===== src/sv/epr_pkg.sv =====
// ----------------------------------------------------------------------------
// epr_pkg: shared types and constants for the Euler point rotator
// Fixed-point widths, CORDIC arctangent table, config register indexes.
// ----------------------------------------------------------------------------
package epr_pkg;

  localparam int unsigned CordicSteps = 30;
  localparam logic [31:0] DegToPhase  = 32'd11930465;
  localparam logic [31:0] RadToPhase  = 32'd683565276;
  localparam logic signed [33:0] CordicGain = 34'sd652032874;
  localparam logic signed [33:0] Q30One     = 34'sd1073741824;
  localparam int unsigned QueueDepth = 4;

  localparam logic [0:0] RegAnglesInDegrees = 1'b0;
  localparam logic [0:0] RegCounterClockwise = 1'b1;

  typedef logic signed [31:0] coord_t;

  // One classified word as handed from front to back.
  typedef struct packed {
    logic signed [32:0] tx;
    logic signed [32:0] ty;
    logic signed [32:0] tz;
    logic [31:0] ph_phi;
    logic [31:0] ph_theta;
    logic [31:0] ph_psi;
    coord_t cx;
    coord_t cy;
    coord_t cz;
    logic ccw;
  } epr_word_t;

  function automatic logic [31:0] atan_turn(input logic [4:0] i);
    logic [31:0] r;
    case (i)
      5'd0:  r = 32'd536870912;
      5'd1:  r = 32'd316933406;
      5'd2:  r = 32'd167458907;
      5'd3:  r = 32'd85004756;
      5'd4:  r = 32'd42667331;
      5'd5:  r = 32'd21354465;
      5'd6:  r = 32'd10679838;
      5'd7:  r = 32'd5340245;
      5'd8:  r = 32'd2670163;
      5'd9:  r = 32'd1335087;
      5'd10: r = 32'd667544;
      5'd11: r = 32'd333772;
      5'd12: r = 32'd166886;
      5'd13: r = 32'd83443;
      5'd14: r = 32'd41722;
      5'd15: r = 32'd20861;
      5'd16: r = 32'd10430;
      5'd17: r = 32'd5215;
      5'd18: r = 32'd2608;
      5'd19: r = 32'd1304;
      5'd20: r = 32'd652;
      5'd21: r = 32'd326;
      5'd22: r = 32'd163;
      5'd23: r = 32'd81;
      5'd24: r = 32'd41;
      5'd25: r = 32'd20;
      5'd26: r = 32'd10;
      5'd27: r = 32'd5;
      5'd28: r = 32'd3;
      5'd29: r = 32'd1;
      default: r = 32'd0;
    endcase
    return r;
  endfunction

endpackage


===== src/sv/epr_front.sv =====
// ----------------------------------------------------------------------------
// epr_front: input stage
// Accepts a word, subtracts the center and converts the angles to phases.
// Two stages: multiply by unit constant, then round to phase.
// ----------------------------------------------------------------------------
module epr_front import epr_pkg::*; (
  input  logic      clk_i,
  input  logic      rst_ni,
  input  logic      degrees_i,
  input  logic      ccw_i,
  input  logic      valid_i,
  output logic      ready_o,
  input  coord_t    point_x_i,
  input  coord_t    point_y_i,
  input  coord_t    point_z_i,
  input  coord_t    angle_phi_i,
  input  coord_t    angle_theta_i,
  input  coord_t    angle_psi_i,
  input  coord_t    center_x_i,
  input  coord_t    center_y_i,
  input  coord_t    center_z_i,
  output logic      valid_o,
  input  logic      ready_i,
  output epr_word_t word_o
);

  logic        v0_q, v1_q;
  logic [63:0] p_phi_q, p_theta_q, p_psi_q;
  logic [31:0] k;
  epr_word_t   w0_q, w1_q, w1_d;
  logic        adv1, adv0;

  assign k = degrees_i ? DegToPhase : RadToPhase;
  assign adv1 = !v1_q || ready_i;
  assign adv0 = !v0_q || adv1;
  assign ready_o = adv0;

  always_ff @(posedge clk_i or negedge rst_ni) begin
    if (!rst_ni) begin
      v0_q <= 1'b0;
      v1_q <= 1'b0;
    end else begin
      if (adv0) v0_q <= valid_i;
      if (adv1) v1_q <= v0_q;
    end
  end

  always_comb begin
    w1_d = w0_q;
    w1_d.ph_phi   = 32'((p_phi_q + 64'd32768) >> 16);
    w1_d.ph_theta = 32'((p_theta_q + 64'd32768) >> 16);
    w1_d.ph_psi   = 32'((p_psi_q + 64'd32768) >> 16);
  end

  always_ff @(posedge clk_i) begin
    if (adv0) begin
      w0_q.tx <= 33'(point_x_i) - 33'(center_x_i);
      w0_q.ty <= 33'(point_y_i) - 33'(center_y_i);
      w0_q.tz <= 33'(point_z_i) - 33'(center_z_i);
      w0_q.cx <= center_x_i;
      w0_q.cy <= center_y_i;
      w0_q.cz <= center_z_i;
      w0_q.ccw <= ccw_i;
      w0_q.ph_phi <= '0;
      w0_q.ph_theta <= '0;
      w0_q.ph_psi <= '0;
      p_phi_q   <= 64'(signed'(angle_phi_i)) * 64'(k);
      p_theta_q <= 64'(signed'(angle_theta_i)) * 64'(k);
      p_psi_q   <= 64'(signed'(angle_psi_i)) * 64'(k);
    end
    if (adv1) begin
      w1_q <= w1_d;
    end
  end

  assign valid_o = v1_q;
  assign word_o  = w1_q;

endmodule


===== config.mk =====
export PLATFORM = sky130hd
export DESIGN_NAME = epr_front
export DESIGN_NICKNAME = d
export VERILOG_FILES = /design/src/sv/epr_pkg.sv /design/src/sv/epr_front.sv
export SDC_FILE = /design/constraint.sdc
export NUM_CORES = 2
export LEC_CHECK = 0
export BUFFER_PORTS_ARGS = -buffer_cell sky130_fd_sc_hd__buf_2
export CORE_MARGIN = 2
export CORE_UTILIZATION = 55
export CTS_CLUSTER_SIZE = 24
export DETAILED_ROUTE_END_ITERATION = 12
export PLACE_DENSITY = 0.78
export RECOVER_POWER = 100
export SLEW_MARGIN = 40
export SYNTH_ARGS = -nofsm -noshare
export SYNTH_HDL_FRONTEND = slang
export SYNTH_SLANG_ARGS = --single-unit

===== constraint.sdc =====
create_clock -name clk_i -period 21.2 [get_ports clk_i]
set_input_delay 4.24 -clock clk_i [delete_from_list [all_inputs] [get_ports clk_i]]
set_output_delay 4.24 -clock clk_i [all_outputs]
set_load 0.1 [all_outputs]

==> flow_metrics.env <==
export IMPL_status="finished with violations"
export IMPL_violations="capacitance limit, slew limit"
export IMPL_rows=138
export IMPL_drv_slew=724
export IMPL_numCtsBuffers=58
export IMPL_routed_wl_um=212800
export IMPL_drtIter0Drc=4313
export IMPL_nets=10190
export IMPL_synth_cell_type_count=77
export IMPL_grt_pass1_vias=56630
export IMPL_start_util_pct=55.38
export IMPL_synth_most_common_cell="inv_1"
export IMPL_clock_tree_root_cell="clkbuf_16"
export IMPL_ys_warn_count=0
export IMPL_firstDrtPassIters=8
export IMPL_tns_ns=0
export IMPL_vias_per_cell=5.414
export IMPL_drive_above_1_share_pct=4.640
export IMPL_rr_worst_depth=4
export IMPL_wl_met1_um=84460
export IMPL_yosysSeqAreaShare_pct=22.54
export IMPL_ff2ff_setup_slack_ns=10.59
export IMPL_skew_ns=0.02160
export IMPL_io_pins=588
export IMPL_clock_latency_ns=0.69
export IMPL_die_area_um2=145600
export IMPL_route_met3_wl_um=17210
export IMPL_ant_nets=0
export IMPL_core_area_um2=141600
export IMPL_arrival_ns=15.25
export IMPL_postCtsHoldBufs=0
export IMPL_vias=51750
export IMPL_chipWidth_um=381.6
export IMPL_rsz0062_at_grt="no"
export IMPL_postCtsSetupRepairBufs=0
export IMPL_async_flop_share_pct=0.3396
export IMPL_path_clk_slew_ns=0.07
export IMPL_synthCells=7023
export IMPL_gp_congestion=0.9972
export IMPL_yosysTopAreaCell="fa_1"
export IMPL_synth_area_leaders="fa_1, edfxtp_1, ha_1"
export IMPL_grt_overflow=0
export IMPL_cp_required_ns=21.61
export IMPL_drv_cap=13
export IMPL_cts_resized=0
export IMPL_r2r_end="word_o[189]"
export IMPL_port_buffers=587
export IMPL_cp_start_kind="input port"
export IMPL_antenna_found_initial=27
export IMPL_grt_max_degree=213
export IMPL_cts_buffer_depth=3
export IMPL_h_tree_depth=2
export IMPL_drc_errors=0
export IMPL_grt_pass1_wl_um=329400
export IMPL_syn_area_per_cell_um2=11.17
export IMPL_synth_edf_count=587
export IMPL_hp_start="w0_q[252]"
export IMPL_grt_total_usage_pct=29.91
export IMPL_setup_violations=0
export IMPL_min_period_ns=14.83
export IMPL_cts_sinks=589
export IMPL_slew_headroom_pct=-240.2
export IMPL_synth_top_area_share_pct=36.02
export IMPL_ys_ff_latch=589
export IMPL_hold_viol=0
export IMPL_netlist_top_cells_count="inv_1, fa_1, ha_1"
export IMPL_syn_to_final_growth_pct=8.393
export IMPL_hold_path_cell_count=0
export IMPL_max_freq_mhz=67.41
export IMPL_wl_per_cell_um=22.26
export IMPL_endpoint_kind="register"
export IMPL_period_share_pct=69.98
export IMPL_fillers=11740
export IMPL_hpwl_um=183100
export IMPL_dr_wl_met2_um=101400
export IMPL_cts_tree="built"
export IMPL_synth_ff_type="edfxtp_1"
export IMPL_hold_path_class="reg -> reg"
export IMPL_tightest_slew_ns=5.103
export IMPL_reg2reg_from="valid_o"
export IMPL_crit_path_max_fanout=147
export IMPL_top_layer_used="met5"
export IMPL_synth_cell_area_um2=78420
export IMPL_whs_endpoint="word_o[252]"
export IMPL_die_h_um=381.6
export IMPL_critPathKind="in -> reg"
worst max-delay path by stage:
stage / to / depth (start not counted) / from / slack (ns)
after floorplan: ready_o / 1 / ready_i / 5.37
after CTS: p_theta_q[47] / 26 / degrees_i / 8.82
after detailed placement: p_phi_q[42] / 27 / degrees_i / 8.10
after global placement: p_theta_q[47] / 28 / degrees_i / 8.19
after global routing: p_theta_q[47] / 29 / degrees_i / 5.82
final: p_theta_q[47] / 27 / degrees_i / 6.37
cells by family (layout without fill, tap and decap cells):
kind of cell | after synthesis | after routing | share of synthesized area [%]
AOI/OAI and AO/OA | 590 | 590 | 5.013
xor gates and xnor gates | 562 | 562 | 6.277
other | 2 | 37 | 0.009577
DFF | 589 | 589 | 22.54
adders and majority gates | 2291 | 2291 | 50.06
muxes | 2 | 2 | 0.02553
buffers and inverters | 1922 | 2531 | 9.208
and+or+nand+nor | 1065 | 1065 | 6.861
routing by layer:
layer  track usage, %  up-vias
met5                0        -
met4            11.32       12
met3            5.239      431
met2            49.26     2152
met1            39.78    26120
li1                 -    23030
area by class of cell:
type / instances / area (um^2) / share of cell area [%]
Antenna cell: 16 / 40.04 / 0.04711
Clock buffer: 66 / 1481 / 1.743
Clock inverter: 43 / 476.7 / 0.5608
Inverter: 1809 / 6790 / 7.989
Multi-Input combinational cell: 4531 / 53540 / 62.99
Sequential cell: 589 / 17680 / 20.80
Tap cell: 1890 / 2365 / 2.782
Timing Repair Buffer: 613 / 2626 / 3.090
critical path: stages:
cell,delay [ns]
buf_8,0.35
clkbuf_1,1.96
buf_16,0.46
nand2_1,0.31
xnor2_1,0.22
and2_1,0.16
ha_1,0.19
o21bai_1,0.17
fa_1,0.40
fa_1,0.54
inv_1,0.05
fa_1,0.47
inv_1,0.05
fa_1,0.49
fa_1,0.57
fa_1,0.43
fa_1,0.45
ha_1,0.37
a2111o_1,0.43
o21ai_0,0.33
o31ai_2,0.14
nor3_1,0.87
a211oi_1,0.24
o211ai_1,0.36
a21oi_1,0.19
o2111ai_1,0.22
or3b_1,0.36
state kept, by name (all words and copies together), names as in the netlist:
| signal | cells |
|---|---|
| word_o | 292 |
| v0_q | 1 |
| valid_o | 1 |
| w0_q | 196 |
| p_theta_q | 33 |
| p_psi_q | 33 |
| p_phi_q | 33 |
stage by stage:
step | instance area [um^2] | hold slack (ns) | worst slack, ns | instances | utilization [%]
floorplan | 78490 | 0.4003 | 5.368 | 7042 | -
global placement | 83580 | 0.4008 | 8.188 | 9429 | 59.03
detailed placement | 83590 | 0.4045 | 8.104 | 9429 | 59.04
CTS | 85550 | 0.4173 | 8.815 | 9538 | 60.42
global route | 84990 | 0.4197 | 5.821 | 9554 | 60.03
finish | 85000 | 0.4127 | 6.365 | 9557 | 60.03
cells in the final DEF, fill, tap and decap left out, types with 202 or more instances in the layout:
cell type / count
inv_1: 1809
fa_1: 1411
ha_1: 880
edfxtp_1: 587
clkbuf_1: 407
xnor2_1: 359
nand2_1: 247
nor2_1: 232
xor2_1: 203
buf_2: 202
Power is left out: the tool's default activity adds up to more than one toggle a clock period on the data nets, which glitch-free logic cannot reach.
